**config.mk**
```make
export PLATFORM = sky130hd
export DESIGN_NAME = netstring_code_payload_parser_flat
export DESIGN_NICKNAME = d
export VERILOG_FILES = /design/src/sv/nsp_pkg.sv /design/src/sv/nsp_in_if.sv /design/src/sv/nsp_out_if.sv /design/src/sv/nsp_classify.sv /design/src/sv/netstring_code_payload_parser.sv /design/src/flat_wrapper.sv
export SDC_FILE = /design/constraint.sdc
export NUM_CORES = 1
export LEC_CHECK = 0
export BUFFER_PORTS_ARGS = -buffer_cell sky130_fd_sc_hd__buf_2
export CORE_MARGIN = 8
export CORE_UTILIZATION = 50
export CTS_BUF_LIST = sky130_fd_sc_hd__clkbuf_16
export DETAILED_ROUTE_END_ITERATION = 10
export PLACE_DENSITY = 0.78
export SYNTH_ARGS = -nofsm -noshare
export SYNTH_HDL_FRONTEND = slang
export SYNTH_SLANG_ARGS = --single-unit
```
**constraint.sdc**
```tcl
create_clock -name clk -period 5.1 [get_ports clk]
set_clock_uncertainty 0.15 [all_clocks]
set_input_delay 1.02 -clock clk [delete_from_list [all_inputs] [get_ports clk]]
set_output_delay 1.02 -clock clk [all_outputs]
set_load 0.005 [all_outputs]
```
**src/sv/nsp_pkg.sv**
```systemverilog
`timescale 1ns / 1ps

package nsp_pkg;

	localparam int MAX_LEN_DIGITS = 9;
	localparam int DIGIT_CNT_W    = 4;
	localparam int LEN_W          = 30;
	localparam int CODE_W         = 64;

	localparam logic [7:0] CH_ZERO  = 8'h30;
	localparam logic [7:0] CH_NINE  = 8'h39;
	localparam logic [7:0] CH_COLON = 8'h3A;
	localparam logic [7:0] CH_COMMA = 8'h2C;
	localparam logic [7:0] CH_SPACE = 8'h20;

	typedef enum logic [1:0] {
		KIND_BYTE,
		KIND_DONE,
		KIND_ERR
	} kind_t;

	typedef enum logic [2:0] {
		ST_OK,
		ST_TOO_LONG,
		ST_NO_COLON,
		ST_TOO_SHORT,
		ST_NO_COMMA,
		ST_LEAD_ZERO,
		ST_NO_LENGTH,
		ST_BAD_CODE
	} status_t;

	typedef struct packed {
		logic       is_digit;
		logic       is_colon;
		logic       is_comma;
		logic       is_space;
		logic [3:0] digit;
	} byte_class_t;

endpackage

```
**src/sv/nsp_in_if.sv**
```systemverilog
`timescale 1ns / 1ps

interface nsp_in_if;
	logic       valid;
	logic       ready;
	logic [7:0] in_byte;
	logic       buffer_end;

	modport source (output valid, output in_byte, output buffer_end, input ready);
	modport sink (input valid, input in_byte, input buffer_end, output ready);
endinterface

```
**src/sv/nsp_out_if.sv**
```systemverilog
`timescale 1ns / 1ps

interface nsp_out_if;
	import nsp_pkg::*;

	logic              valid;
	logic              ready;
	kind_t             kind;
	logic [7:0]        data;
	logic [CODE_W-1:0] code_value;
	status_t           status;
	logic [LEN_W-1:0]  payload_length;

	modport source (output valid, output kind, output data, output code_value,
		output status, output payload_length, input ready);
	modport sink (input valid, input kind, input data, input code_value,
		input status, input payload_length, output ready);
endinterface

```
**src/sv/nsp_classify.sv**
```systemverilog
`timescale 1ns / 1ps

module nsp_classify (
	input  logic [7:0]           in_byte,
	output nsp_pkg::byte_class_t cls
);
	import nsp_pkg::*;

	always_comb begin
		cls.is_digit = (in_byte >= CH_ZERO) && (in_byte <= CH_NINE);
		cls.is_colon = (in_byte == CH_COLON);
		cls.is_comma = (in_byte == CH_COMMA);
		cls.is_space = (in_byte == CH_SPACE);
		// For an ASCII digit the low nibble is its value.
		cls.digit    = in_byte[3:0];
	end
endmodule

```
**src/sv/netstring_code_payload_parser.sv**
```systemverilog
`timescale 1ns / 1ps

// Channel  Dir  Beat payload                                           Handshake
// stream   in   in_byte[7:0], buffer_end                               valid/ready
// result   out  kind[1:0], data[7:0], code_value[63:0], status[2:0],   valid/ready
//               payload_length[29:0]
//
// One byte is taken every cycle while stream.ready is high; its result, if any,
// appears in the output register on the next cycle. Parser state and the
// output register update on the same edge, with no further stage in between.
// Reset puts the parser at the first length digit with no result pending.
// A new byte is accepted whenever the output register is empty or is being
// taken in the same cycle; a stall on result holds off stream only then.

module netstring_code_payload_parser (
	input  logic clk,
	input  logic arst_n,
	nsp_in_if.sink    stream,
	nsp_out_if.source result
);
	import nsp_pkg::*;

	typedef enum logic [2:0] {
		PH_FIRST,
		PH_LEN,
		PH_CODE,
		PH_PAYLOAD,
		PH_SKIP
	} phase_t;

	phase_t                 phase_q, phase_d;
	logic [LEN_W-1:0]       len_acc_q, len_acc_d;
	logic [DIGIT_CNT_W-1:0] digit_cnt_q, digit_cnt_d;
	logic [CODE_W-1:0]      code_acc_q, code_acc_d;
	logic [LEN_W-1:0]       remain_q, remain_d;
	logic [LEN_W-1:0]       pay_cnt_q, pay_cnt_d;
	logic                   first_zero_q, first_zero_d;

	logic              out_valid_q;
	kind_t             out_kind_q, res_kind;
	logic [7:0]        out_data_q, res_data;
	logic [CODE_W-1:0] out_code_q, res_code;
	status_t           out_status_q, res_status;
	logic [LEN_W-1:0]  out_plen_q, res_plen;
	logic              res_valid;

	byte_class_t cls;
	logic        accept;
	logic        active, done;
	status_t     err;

	nsp_classify u_classify (
		.in_byte (stream.in_byte),
		.cls     (cls)
	);

	assign stream.ready = !out_valid_q || result.ready;
	assign accept       = stream.valid && stream.ready;

	always_comb begin
		phase_d      = phase_q;
		len_acc_d    = len_acc_q;
		digit_cnt_d  = digit_cnt_q;
		code_acc_d   = code_acc_q;
		remain_d     = remain_q;
		pay_cnt_d    = pay_cnt_q;
		first_zero_d = first_zero_q;
		res_valid    = 1'b0;
		res_kind     = KIND_BYTE;
		res_data     = '0;
		res_code     = '0;
		res_status   = ST_OK;
		res_plen     = '0;
		err          = ST_OK;
		done         = 1'b0;
		active       = 1'b1;

		unique case (phase_q)
			PH_FIRST: begin
				if (!cls.is_digit) begin
					err = ST_NO_LENGTH;
				end else begin
					len_acc_d    = LEN_W'(cls.digit);
					digit_cnt_d  = DIGIT_CNT_W'(1);
					first_zero_d = (cls.digit == 4'd0);
					phase_d      = PH_LEN;
				end
			end
			PH_LEN: begin
				if (cls.is_digit) begin
					if (first_zero_q) begin
						err = ST_LEAD_ZERO;
					end else if (digit_cnt_q >= DIGIT_CNT_W'(MAX_LEN_DIGITS)) begin
						err = ST_TOO_LONG;
					end else begin
						len_acc_d   = (len_acc_q << 3) + (len_acc_q << 1) + LEN_W'(cls.digit);
						digit_cnt_d = digit_cnt_q + DIGIT_CNT_W'(1);
					end
				end else if (cls.is_colon) begin
					remain_d   = len_acc_q;
					code_acc_d = '0;
					pay_cnt_d  = '0;
					phase_d    = PH_CODE;
				end else begin
					err = ST_NO_COLON;
				end
			end
			PH_CODE: begin
				if (remain_q == '0) begin
					if (cls.is_comma) begin
						done = 1'b1;
					end else begin
						err = ST_NO_COMMA;
					end
				end else if (cls.is_space) begin
					remain_d  = remain_q - LEN_W'(1);
					pay_cnt_d = '0;
					phase_d   = PH_PAYLOAD;
				end else if (cls.is_digit) begin
					code_acc_d = (code_acc_q << 3) + (code_acc_q << 1) + CODE_W'(cls.digit);
					remain_d   = remain_q - LEN_W'(1);
				end else begin
					err = ST_BAD_CODE;
				end
			end
			PH_PAYLOAD: begin
				if (remain_q == '0) begin
					if (cls.is_comma) begin
						done = 1'b1;
					end else begin
						err = ST_NO_COMMA;
					end
				end else begin
					remain_d  = remain_q - LEN_W'(1);
					pay_cnt_d = pay_cnt_q + LEN_W'(1);
					res_valid = 1'b1;
					res_data  = stream.in_byte;
				end
			end
			default: begin
				// Skipping after an error, and any unused phase code.
				active = 1'b0;
			end
		endcase

		if (err != ST_OK) begin
			res_valid  = 1'b1;
			res_kind   = KIND_ERR;
			res_data   = '0;
			res_status = err;
			phase_d    = PH_SKIP;
		end else if (done) begin
			res_valid    = 1'b1;
			res_kind     = KIND_DONE;
			res_code     = code_acc_q;
			res_plen     = (phase_q == PH_PAYLOAD) ? pay_cnt_q : '0;
			phase_d      = PH_FIRST;
			len_acc_d    = '0;
			digit_cnt_d  = '0;
			code_acc_d   = '0;
			remain_d     = '0;
			pay_cnt_d    = '0;
			first_zero_d = 1'b0;
		end else if (stream.buffer_end && active) begin
			// A record cut short; this replaces a payload byte on the same beat.
			res_valid  = 1'b1;
			res_kind   = KIND_ERR;
			res_data   = '0;
			res_status = ST_TOO_SHORT;
		end

		if (stream.buffer_end) begin
			phase_d      = PH_FIRST;
			len_acc_d    = '0;
			digit_cnt_d  = '0;
			code_acc_d   = '0;
			remain_d     = '0;
			pay_cnt_d    = '0;
			first_zero_d = 1'b0;
		end
	end

	always_ff @(posedge clk or negedge arst_n) begin
		if (!arst_n) begin
			phase_q      <= PH_FIRST;
			len_acc_q    <= '0;
			digit_cnt_q  <= '0;
			code_acc_q   <= '0;
			remain_q     <= '0;
			pay_cnt_q    <= '0;
			first_zero_q <= 1'b0;
			out_valid_q  <= 1'b0;
			out_kind_q   <= KIND_BYTE;
			out_data_q   <= '0;
			out_code_q   <= '0;
			out_status_q <= ST_OK;
			out_plen_q   <= '0;
		end else begin
			if (accept) begin
				phase_q      <= phase_d;
				len_acc_q    <= len_acc_d;
				digit_cnt_q  <= digit_cnt_d;
				code_acc_q   <= code_acc_d;
				remain_q     <= remain_d;
				pay_cnt_q    <= pay_cnt_d;
				first_zero_q <= first_zero_d;
			end
			if (accept && res_valid) begin
				out_valid_q  <= 1'b1;
				out_kind_q   <= res_kind;
				out_data_q   <= res_data;
				out_code_q   <= res_code;
				out_status_q <= res_status;
				out_plen_q   <= res_plen;
			end else if (result.ready) begin
				out_valid_q <= 1'b0;
			end
		end
	end

	assign result.valid          = out_valid_q;
	assign result.kind           = out_kind_q;
	assign result.data           = out_data_q;
	assign result.code_value     = out_code_q;
	assign result.status         = out_status_q;
	assign result.payload_length = out_plen_q;

	a_end_resets: assert property (@(posedge clk) disable iff (!arst_n)
		accept && stream.buffer_end |=> phase_q == PH_FIRST)
		else $error("parser did not return to the first length digit after buffer end");

	a_err_status: assert property (@(posedge clk) disable iff (!arst_n)
		result.valid && result.kind == KIND_ERR |-> result.status != ST_OK)
		else $error("error beat carries an ok status");

	a_ok_status: assert property (@(posedge clk) disable iff (!arst_n)
		result.valid && result.kind != KIND_ERR |-> result.status == ST_OK)
		else $error("non-error beat carries an error status");

	a_digit_cnt: assert property (@(posedge clk) disable iff (!arst_n)
		digit_cnt_q <= DIGIT_CNT_W'(MAX_LEN_DIGITS))
		else $error("length digit count ran past its limit");
endmodule
```
**src/flat_wrapper.sv**
```systemverilog
// flat-port wrapper written by rule: the top's interface ports become plain ports
module netstring_code_payload_parser_flat import nsp_pkg::*;
  (clk, arst_n, stream_valid, stream_in_byte, stream_buffer_end, stream_ready, result_valid, result_kind, result_data, result_code_value, result_status, result_payload_length, result_ready);
  nsp_in_if stream_i ();
  nsp_out_if result_i ();
  input  logic clk;
  input  logic arst_n;
  input wire logic [$bits(stream_i.valid)-1:0] stream_valid;
  input wire logic [$bits(stream_i.in_byte)-1:0] stream_in_byte;
  input wire logic [$bits(stream_i.buffer_end)-1:0] stream_buffer_end;
  output wire logic [$bits(stream_i.ready)-1:0] stream_ready;
  output wire logic [$bits(result_i.valid)-1:0] result_valid;
  output wire logic [$bits(result_i.kind)-1:0] result_kind;
  output wire logic [$bits(result_i.data)-1:0] result_data;
  output wire logic [$bits(result_i.code_value)-1:0] result_code_value;
  output wire logic [$bits(result_i.status)-1:0] result_status;
  output wire logic [$bits(result_i.payload_length)-1:0] result_payload_length;
  input wire logic [$bits(result_i.ready)-1:0] result_ready;
  assign stream_i.valid = stream_valid;
  assign stream_i.in_byte = stream_in_byte;
  assign stream_i.buffer_end = stream_buffer_end;
  assign stream_ready = stream_i.ready;
  assign result_valid = result_i.valid;
  assign result_kind = result_i.kind;
  assign result_data = result_i.data;
  assign result_code_value = result_i.code_value;
  assign result_status = result_i.status;
  assign result_payload_length = result_i.payload_length;
  assign result_i.ready = result_ready;
  netstring_code_payload_parser u_core (.clk(clk), .arst_n(arst_n), .stream(stream_i), .result(result_i));
endmodule
```
Yosys cells after proc, flatten, opt, wreduce, memory -nomap -nowiden

Index checks and enable logic that the tools add are counted.

Magnitude comparators: 3
Add/subtract/negate cells: 7
Reductions and logical operators: 15
Eq/ne operators: 11
Muxes and demuxes: 96

Operators with widths:

| cell                    | number |
|---|---|
| $mux W30                | 27 |
| $mux W64                | 10 |
| $pmux W30 S3            | 2 |
| $pmux W64 S2            | 1 |
| $add A64 B4 Y64         | 1 |
| $add A64 B64 Y64        | 1 |
| $pmux W30 S2            | 1 |
| $mux W3                 | 18 |
| $mux W8                 | 5 |
| $add A30 B1 Y30 const B | 1 |
| $add A30 B30 Y30        | 1 |
| $add A30 B4 Y30         | 1 |
| $logic_not A30 Y1       | 1 |
| $sub A30 B1 Y30 const B | 1 |
| $mux W4                 | 7 |
| $eq A8 B6 Y1 const B    | 3 |
| $mux W1                 | 17 |
| $ne A5 B2 Y1 const B    | 3 |
| $pmux W3 S4             | 1 |
| $mux W2                 | 5 |
| $pmux W3 S3             | 1 |
| $ge A8 B6 Y1 const B    | 1 |
| $le A8 B6 Y1 const B    | 1 |
| $pmux W4 S2             | 1 |
| other kinds (17)        | 21 |

Word-level logic and storage cells: 145
Flip-flop bits (word level): 270
Bits of input ports: 13
Output and inout port bits: 109

Logic depth before layout (Yosys ltp)

Gate-level depths: netlist (run 1).

Word-level depth: 10
Mapped depth: 15
Depth with buffers taken out: 14

Modules after synthesis

From an unflattened synthesis (run 1), not the netlist that was laid out.

Cell total of the unflattened synthesis: 2,008
Area, all modules: 18,267.5 um2

By module, submodules not included:

| module                        | area each (um2) | sequential area each (um2) | cells each | times used |
|---|---|---|---|---|
| netstring_code_payload_parser | 18,162.4        | 6,756.5                    | 1,995      | 1 |
| nsp_classify                  | 105.1           | 0.0                        | 13         | 1 |

Worst setup path before layout (run 1)

OpenSTA, ideal clock, no wires.

Path kind: input to register
From: input port stream_in_byte[3]
To: register u_core.code_acc_q[62]
Arrival time: 4.068 ns
Buffers on the path: 0
Data required time: 4.829 ns
Library setup time: 0.121 ns
Setup slack: 0.761 ns
Stages: 13
Cells stage by stage: inv_1 > fa_1 > fa_1 > nor2b_1 > o2111ai_1 > a21o_1 > a221o_1 > a41o_1 > o21ai_1 > a221oi_1 > o41ai_1 > xor2_1 > a22o_1

Longest elaborated chain between the ends: 9
Elaborated cells between the ends (all ways): 29
Those cells by class: add/sub (1); order compare (2); eq/ne (3); mux (21); reduce/logical (2)

Ends and longest elaborated chain:

| item                                                                    | RTL line                             | text |
|---|---|---|
| from (decl)                                                             | flat_wrapper.sv:9                    | `input wire logic [$bits(stream_i.in_byte)-1:0] stream_in_byte;` |
| parallel branches: the longest is 7 deep, another holds $add A64 B4 Y64 | --                                   |  |
| $mux W64 (*)                                                            | netstring_code_payload_parser.sv:146 | `if (err != ST_OK) begin` |
| $mux W64 (*)                                                            | netstring_code_payload_parser.sv:172 | `if (stream.buffer_end) begin` |
| to (signal assigned)                                                    | netstring_code_payload_parser.sv:203 | `code_acc_q <= code_acc_d;` |
| to (decl)                                                               | netstring_code_payload_parser.sv:34  | `logic [CODE_W-1:0] code_acc_q, code_acc_d;` |

Every way passes the cells marked *.
A chain may end at the register's enable or synchronous reset.

Worst setup path in the final report (run 1)

From: register u_core.remain_q[0]
To: register u_core.out_plen_q[11] (netlist: u_core.result.payload_length[11])

Longest elaborated chain between the ends: 7
Elaborated cells between the ends (all ways): 15
Those cells by class: mux (12); reduce/logical (3)

Ends and longest elaborated chain:

| item                   | RTL line                                                                   | text |
|---|---|---|
| from (decl)            | netstring_code_payload_parser.sv:35                                        | `logic [LEN_W-1:0] remain_q, remain_d;` |
| from (signal assigned) | netstring_code_payload_parser.sv:204                                       | `remain_q <= remain_d;` |
| $logic_not A30 Y1 (*)  | netstring_code_payload_parser.sv:109, netstring_code_payload_parser.sv:127 |  |
| $mux W1                | netstring_code_payload_parser.sv:127                                       | `if (remain_q == '0) begin` |
| $mux W1                | netstring_code_payload_parser.sv:78                                        | `unique case (phase_q)` |
| $mux W1                | netstring_code_payload_parser.sv:164                                       | `end else if (stream.buffer_end && active) begin` |
| $mux W1                | netstring_code_payload_parser.sv:152                                       | `end else if (done) begin` |
| $mux W1                | netstring_code_payload_parser.sv:146                                       |  |
| $logic_and A1 B1 Y1    | netstring_code_payload_parser.sv:208                                       | `if (accept && res_valid) begin` |
| to (signal assigned)   | netstring_code_payload_parser.sv:214                                       | `out_plen_q <= res_plen;` |
| to (decl)              | netstring_code_payload_parser.sv:44                                        | `logic [LEN_W-1:0] out_plen_q, res_plen;` |

Mark *: on every way between the ends. The rest lies on a longest branch, timed or not.

==> results.py, run 1 <==
metrics = {
    "global_route": {
        "grt_pass1_wl_mm": 82.22,
        "antenna_found_initial": 1,
        "grt_overflow": 0,
        "grt_max_degree": 112,
        "grt_pass1_vias": 16140,
        "groute.usage.overall": 0.2332,
    },
    "yosys": {
        "synth_area_sq_um": 18130,
        "synth_top_area_cell": "dfrtp_1",
        "ys_ff_latch": 270,
        "yosys.area_share.simple": 0.1554,
        "synth_edf_count": 0,
        "ys_top_cells_by_area": "dfrtp_1, ha_1, o21ai_0",
        "async_reset_ff_frac": 1.000,
        "syn_avg_cell_area_sq_um": 8.961,
        "synth_top_family_by_area": "compound AO/OA/AOI/OAI gates",
        "synthMuxAreaShare": 0.001657,
        "yosys.cell_types.count": 74,
        "syn_inst": 2023,
        "synth_adder_area_share": 0.1293,
        "yosysWarnings": 0,
        "yosysSeqAreaShare": 0.3727,
        "synth_compound_area_frac": 0.2665,
        "postSynth.topFlopCell": "dfrtp_1",
        "yosys.area.top_type_share": 0.3727,
        "synth_xor_area_frac": 0.03962,
        "synth.net_count": 2221,
    },
    "power_and_ir_drop": {
        "p_sw_mw": 1.229,
        "swShare": 0.2454,
        "clockPowerShare": 0.495,
        "power-per-cell-area_nw_per_um2": 247.0,
        "leakage_nw": 10.24,
        "power_frac_seq": 0.439,
        "total_power_mw": 5.010,
        "p_int_mw": 3.780,
        "ir_drop_mv": 0.2767,
        "p_comb_frac": 0.066,
    },
    "sta": {
        "tightest_slew_ps": 953.9,
        "period_share": 0.8777,
        "max_slew_margin": 0.3592,
        "slew_violations": 0,
        "period_minus_slack_ps": 4477,
        "timing.hold.ws_ps": 318.4,
        "hold_viol": 0,
        "setup_viol": 0,
        "setup_tns_ps": 0,
        "fmax_ghz": 0.2234,
        "rsz0062_at_grt": "false",
    },
    "cts": {
        "cts.sinks": 270,
        "htree_levels": 1,
        "clock-root-buffer": "clkbuf_16",
        "cts_max_path_buffers": 3,
        "clk_pin_slew_worst_paths_ps": 70,
        "cts_buffers": 30,
        "cts_tree": "yes",
        "worstSkewPairLatency_ps": 590,
        "postCtsSetupBuffers": 0,
        "cts_resized": 0,
        "cts.hold.buffers_added": 0,
    },
    "route": {
        "detail_route.vias_per_cell": 6.363,
        "wirelength_mm": 50.55,
        "vias": 16420,
        "drc": 0,
        "detail_route.wl_per_cell_um": 19.59,
        "dr.pass1.iters": 6,
        "ant_nets": 0,
        "drt_iter0_drc": 1423,
    },
    "run_status": {
        "status": "finished, final reports clean",
    },
    "critical_path": {
        "end_kind": "flop",
        "critPathLaunchType": "flop",
        "path_class": "reg -> reg",
        "cp.arrival_ps": 4850,
        "rrSetupSlack_ps": 620,
        "critPathMaxFanout": 36,
        "crit_required_ps": 5470,
    },
    "final_layout": {
        "area_delta_synth_final_pct": 11.87,
        "n_antenna_cell": 0,
        "drive_gt1_frac": 0.1090,
        "fin_nets": 2294,
    },
    "placed_design": {
        "gp_congestion": 0.9275,
        "port_buffers": 121,
        "hpwl_mm": 36.00,
    },
    "floorplanning": {
        "die_h_um": 206.4,
        "row_count": 69,
        "start_util": 0.5084,
        "dieArea_sq_um": 42600,
        "core_area_sq_um": 35660,
        "fp.dieW_um": 206.4,
        "ios": 122,
    },
    "hold_path": {
        "hold_path_class": "in -> async",
    },
    "job": {
        "max_cap_violations": 0,
    },
}
## per-stage QoR
stage	area, sq um	utilization	std cells	worst slack, ps
2_1_floorplan	18130	-	2023	760.8
3_3_place_gp	19150	0.5371	2525	338.2
3_5_place_dp	19150	0.5371	2525	178.5
4_1_cts	20280	0.5688	2581	693.0
5_1_grt	20280	0.5688	2581	396.6
6_report	20280	0.5688	2581	623.5
## area by class of cell
type                            instances  area (sq um)
Timing Repair Buffer                  155         908.4
Clock inverter                         26         377.9
Fill cell                            3042         15380
Inverter                               36         135.1
Tap cell                              461         576.8
Multi-Input combinational cell       1603         10770
Clock buffer                           30         750.7
Sequential cell                       270          6756
## kinds of logic (layout without fill, tap and decap cells)
logic type / count (synthesis) / count (layout)
muxes: 3 / 3
buffers and inverters: 150 / 247
DFF: 270 / 270
xor gates and xnor gates: 82 / 82
and+or+nand+nor: 592 / 592
adders and majority gates: 185 / 185
AOI/OAI and AO/OA: 741 / 741
## power by group through the flow
stage / logic (mW) / clock network [mW] / registers (mW)
2_1_floorplan: 0.195 / 0 / 2.22
3_3_place_gp: 0.318 / 0 / 2.23
5_1_grt: 0.364 / 2.60 / 2.20
6_report: 0.330 / 2.48 / 2.20
3_5_place_dp: 0.327 / 0 / 2.24
4_1_cts: 0.329 / 2.51 / 2.20
## registers in the layout (all words and copies together) (netlist names)
register	count
u_core.phase_q	3
u_core.first_zero_q	1
u_core.pay_cnt_q	30
u_core.digit_cnt_q	4
u_core.len_acc_q	30
u_core.result.status	3
u_core.result.kind	2
u_core.result.data	8
u_core.result.code_value	64
u_core.result.valid	1
u_core.result.payload_length	30
u_core.remain_q	30
u_core.code_acc_q	64
## per-layer routing
metal,track usage,vias up,routed length (um)
li1,-,7668,-
met1,0.3004,7978,21210
met2,0.3882,652,24160
met3,0.03652,123,3450
met4,0.09355,2,1724
met5,0,-,13
## Yosys cell counts (10+ instances only)
| cell type | instances |
|---|---|
| or3_1 | 16 |
| o21a_1 | 12 |
| ha_1 | 181 |
| and3_1 | 27 |
| a22o_1 | 124 |
| nor3_1 | 36 |
| clkbuf_1 | 99 |
| o31ai_1 | 18 |
| a21oi_1 | 152 |
| nand3_1 | 42 |
| nand2b_1 | 14 |
| and2_1 | 10 |
| xnor2_1 | 40 |
| a31oi_1 | 24 |
| nor4_1 | 13 |
| a21o_1 | 60 |
| nand4_1 | 34 |
| inv_1 | 36 |
| o21ai_0 | 234 |
| nand2_1 | 254 |
| o21bai_1 | 17 |
| xor2_1 | 42 |
| nor2_1 | 103 |
| dfrtp_1 | 270 |
## layout by cell type, fill, tap and decap left out, types with 5 or more instances in the layout
cell,synthesis,routed
a22o_1,124,124
o211ai_1,8,8
and3_1,27,27
o21ai_0,234,233
xor2_1,42,42
clkbuf_16,0,30
a211oi_1,8,8
nand2_1,254,254
or3_1,16,16
nor2_1,103,102
nand3_1,42,42
o21bai_1,17,17
and2_1,10,10
nand4_1,34,34
a31oi_1,24,24
a32o_1,9,9
a21oi_1,152,152
a32oi_1,5,5
a21o_1,60,60
or2_2,5,5
o31ai_1,18,17
bufinv_16,0,9
ha_1,181,181
nor2b_1,9,9
a221oi_1,6,6
nor4_1,13,12
o21a_1,12,12
nand2b_1,14,14
o41ai_1,5,5
a41oi_1,6,6
nor3_1,36,35
a22oi_1,8,8
clkinv_1,0,5
buf_2,2,120
xnor2_1,40,40
buf_4,9,31
dfrtp_1,270,270
inv_1,36,38
## critical path, stage by stage, from the launching register on
cell and delay [ps]:
dfrtp_1 410, inv_1 110, ha_1 220, nor4b_1 470
and2_1 310, nand3_2 170, or3_1 690, nand3_4 200
nand3_2 110, or4_4 580, nand2_4 430, buf_4 340
a22o_1 180
## final timing paths
kind                                            start                          endpoint  depth (start not counted)
worst max-delay path               u_core.remain_q[0]  u_core.result.payload_length[11]                         12
worst min-delay path                           arst_n              u_core.len_acc_q[24]                          1
worst max register to register     u_core.remain_q[0]  u_core.result.payload_length[11]                         12
worst min register to register  u_core.result.kind[0]             u_core.result.kind[0]                          1
max in group asynchronous                      arst_n              u_core.pay_cnt_q[20]                          2
min in group clk                u_core.result.kind[0]             u_core.result.kind[0]                          1
No activity file was read; power rests on OpenSTA's default activity.
==> run 2: changes to the inputs <==
--- a/config.mk
+++ b/config.mk
@@ -13,4 +13,5 @@
 export PLACE_DENSITY = 0.78
 export SYNTH_ARGS = -nofsm -noshare
 export SYNTH_HDL_FRONTEND = slang
+export SYNTH_HIERARCHICAL = 1
 export SYNTH_SLANG_ARGS = --single-unit
==> run 2 against run 1 <==
  * Register-to-register slack better by 180 ps
  * Critical endpoint is now u_core/len_acc_q[24]
  * Global-route usage fell by 0.46 points
  * Combinational power decreased by 2%
  * Cell area down 0.52%
  * Clock power fell by 13%
  * Wire length down 0.16%
  * Via count fell by 0.81%
  * Final cell count down 0.50%
  * Sequential share of layout area grew 0.18 points
  * Die area rose by 0.71%
  * First-iteration DRC count down 1.2%
  * Synthesized area increased by 0.77%
==> results.py, run 2 <==
metrics = {
    "run_status": {
        "status": "finished, final reports clean",
    },
    "global_route": {
        "groute.usage.overall": 0.2286,
        "grt_pass1_vias": 16460,
        "grt_overflow": 0,
        "grt_max_degree": 94,
        "grt_pass1_wl_mm": 84.09,
        "antenna_found_initial": 0,
    },
    "final_layout": {
        "area_delta_synth_final_pct": 10.43,
        "fillers": 3215,
        "fin_nets": 2275,
        "layout_common_cells": "dfrtp_1, nand2_1, o21ai_0, ha_1, a21oi_1",
        "fin_cells": 2568,
        "post-route-util": 0.5563,
        "n_antenna_cell": 0,
        "layout_commonest_cell": "dfrtp_1",
        "drive_gt1_frac": 0.1171,
        "design_area_sq_um": 20170,
    },
    "cts": {
        "cts.hold.buffers_added": 0,
        "cts_resized": 0,
        "clk_pin_slew_worst_paths_ps": 60,
        "postCtsSetupBuffers": 0,
        "cts.sinks": 270,
        "cts_max_path_buffers": 3,
        "worstSkewPairLatency_ps": 590,
        "cts_buffers": 30,
        "htree_levels": 1,
        "clock-root-buffer": "clkbuf_16",
        "cts_tree": "yes",
    },
    "yosys": {
        "synth_compound_area_frac": 0.2729,
        "synth_top_family_by_area": "compound AO/OA/AOI/OAI gates",
        "synth_adder_area_share": 0.1284,
        "yosysSeqAreaShare": 0.3699,
        "synth.net_count": 2206,
        "postSynth.topFlopCell": "dfrtp_1",
        "synthMuxAreaShare": 0.006644,
        "async_reset_ff_frac": 1.000,
        "synth_area_sq_um": 18270,
        "syn_avg_cell_area_sq_um": 9.097,
        "synth_edf_count": 0,
        "synth.most_common_cell": "dfrtp_1",
        "synth_top_cells_by_count": "dfrtp_1, nand2_1, o21ai_0",
        "syn_inst": 2008,
        "ys_ff_latch": 270,
        "ys_top_cells_by_area": "dfrtp_1, ha_1, a22o_1",
        "yosys.area_share.simple": 0.1435,
        "yosysWarnings": 6,
        "synth_xor_area_frac": 0.04027,
        "synth_top_area_cell": "dfrtp_1",
        "yosys.area.top_type_share": 0.3699,
        "yosys.cell_types.count": 93,
    },
    "floorplanning": {
        "fp.dieW_um": 207.1,
        "row_count": 70,
        "dieArea_sq_um": 42910,
        "die_h_um": 207.1,
        "core_area_sq_um": 36260,
        "ios": 122,
        "start_util": 0.5038,
    },
    "critical_path": {
        "r2r-start": "u_core/code_acc_q[0]",
        "critical_path.cell_chain": "buf_2, ha_1, ha_1, fa_1, a21oi_1, o21bai_1, a2111oi_0, o21bai_1, a311oi_1, nor2b_1, o21ai_1, nand2b_1, a21oi_1, xnor2_1, a22o_1",
        "path_class": "in -> reg",
        "critPathMaxFanout": 9,
        "end_kind": "flop",
        "cpMaxStageDelayCell": "a2111oi_0",
        "crit_required_ps": 5420,
        "critPathLaunchType": "input port",
        "crit_family": "compound AO/OA/AOI/OAI gates",
        "cp-startpoint": "stream_in_byte[2]",
        "cp.arrival_ps": 4710,
        "crit_buf_inv": 1,
        "critical_path.max_stage_delay_ps": 730,
    },
    "sta": {
        "tightest_slew_ps": 955.5,
        "timing.hold.ws_ps": 281.3,
        "slew_violations": 0,
        "setup_viol": 0,
        "period_share": 0.8603,
        "worst_slack_ps": 712.7,
        "rsz0062_at_grt": "false",
        "hold_viol": 0,
        "period_minus_slack_ps": 4387,
        "setup_tns_ps": 0,
        "max_slew_margin": 0.3630,
        "fmax_ghz": 0.2279,
    },
    "route": {
        "dr.pass1.iters": 5,
        "detail_route.wl_per_cell_um": 19.65,
        "drc": 0,
        "ant_nets": 0,
        "drt_iter0_drc": 1406,
        "wirelength_mm": 50.47,
        "vias": 16290,
        "detail_route.vias_per_cell": 6.343,
    },
    "power_and_ir_drop": {
        "total_power_mw": 4.669,
        "ir_drop_mv": 0.2287,
        "leakage_nw": 10.05,
        "power-per-cell-area_nw_per_um2": 231.5,
    },
    "placed_design": {
        "dp_cells": 2513,
        "gp_congestion": 0.9206,
        "post-place-ws_ps": 175.6,
        "placed_cell_area_sq_um": 19200,
        "hpwl_mm": 35.18,
        "port_buffers": 121,
    },
    "job": {
        "max_cap_violations": 0,
    },
    "hold_path": {
        "hold_path_class": "in -> async",
    },
}
-- run 2: cell count changes after synthesis, moves of 18 or more --
cell	previous run	this run
clkbuf_1	99	69
o21ai_1	3	23
buf_2	2	29
nand2_1	254	217
o21ai_0	234	207
a22o_1	124	142
-- run 2: layer usage --
layer	share of wire	vias up	track usage	routed length, um
met2	0.47	600	0.3858	23850
met4	0.029	0	0.08405	1453
met1	0.43	7956	0.2935	21740
met3	0.068	116	0.03578	3426
li1	-	7618	-	-
met5	0	-	0	0
-- run 2: where the power goes --
group | switching [mW] | total (mW) | internal, mW
Combinational | 0.241 | 0.322 | 0.0809
Sequential | 0.0237 | 2.18 | 2.16
Clock | 0.938 | 2.16 | 1.23
-- run 2: final timing paths --
check                      slack (ps)                               end  cells past startpoint
max                               710              u_core/len_acc_q[24]                     15
min                               280      u_core/result.code_value[10]                      1
max reg2reg                       800             u_core/code_acc_q[57]                     15
min reg2reg                       320             u_core/result.kind[0]                      1
max in group asynchronous        3500  u_core/result.payload_length[14]                      2
min in group clk                  320             u_core/result.kind[0]                      1
-- run 2: cell type report --
class / instances / area, sq um / area share
inverter: 41 / 153.9 / 0.007629
timing repair buffer: 153 / 880.8 / 0.04366
tap: 468 / 585.6 / 0.02903
clock buffer: 30 / 750.7 / 0.03721
clock inverter: 25 / 219.0 / 0.01085
multi-input combinational: 1581 / 10830 / 0.5367
sequential: 270 / 6756 / 0.3349
-- run 2: cell families (layout without fill, tap and decap cells) --
| kind of cell | count (synthesis) | count (layout) |
|---|---|---|
| compound gates | 749 | 749 |
| xor+xnor | 84 | 84 |
| fa+ha+maj | 185 | 185 |
| buf+inv | 157 | 249 |
| flops | 270 | 270 |
| mux | 12 | 12 |
| simple gates | 551 | 551 |
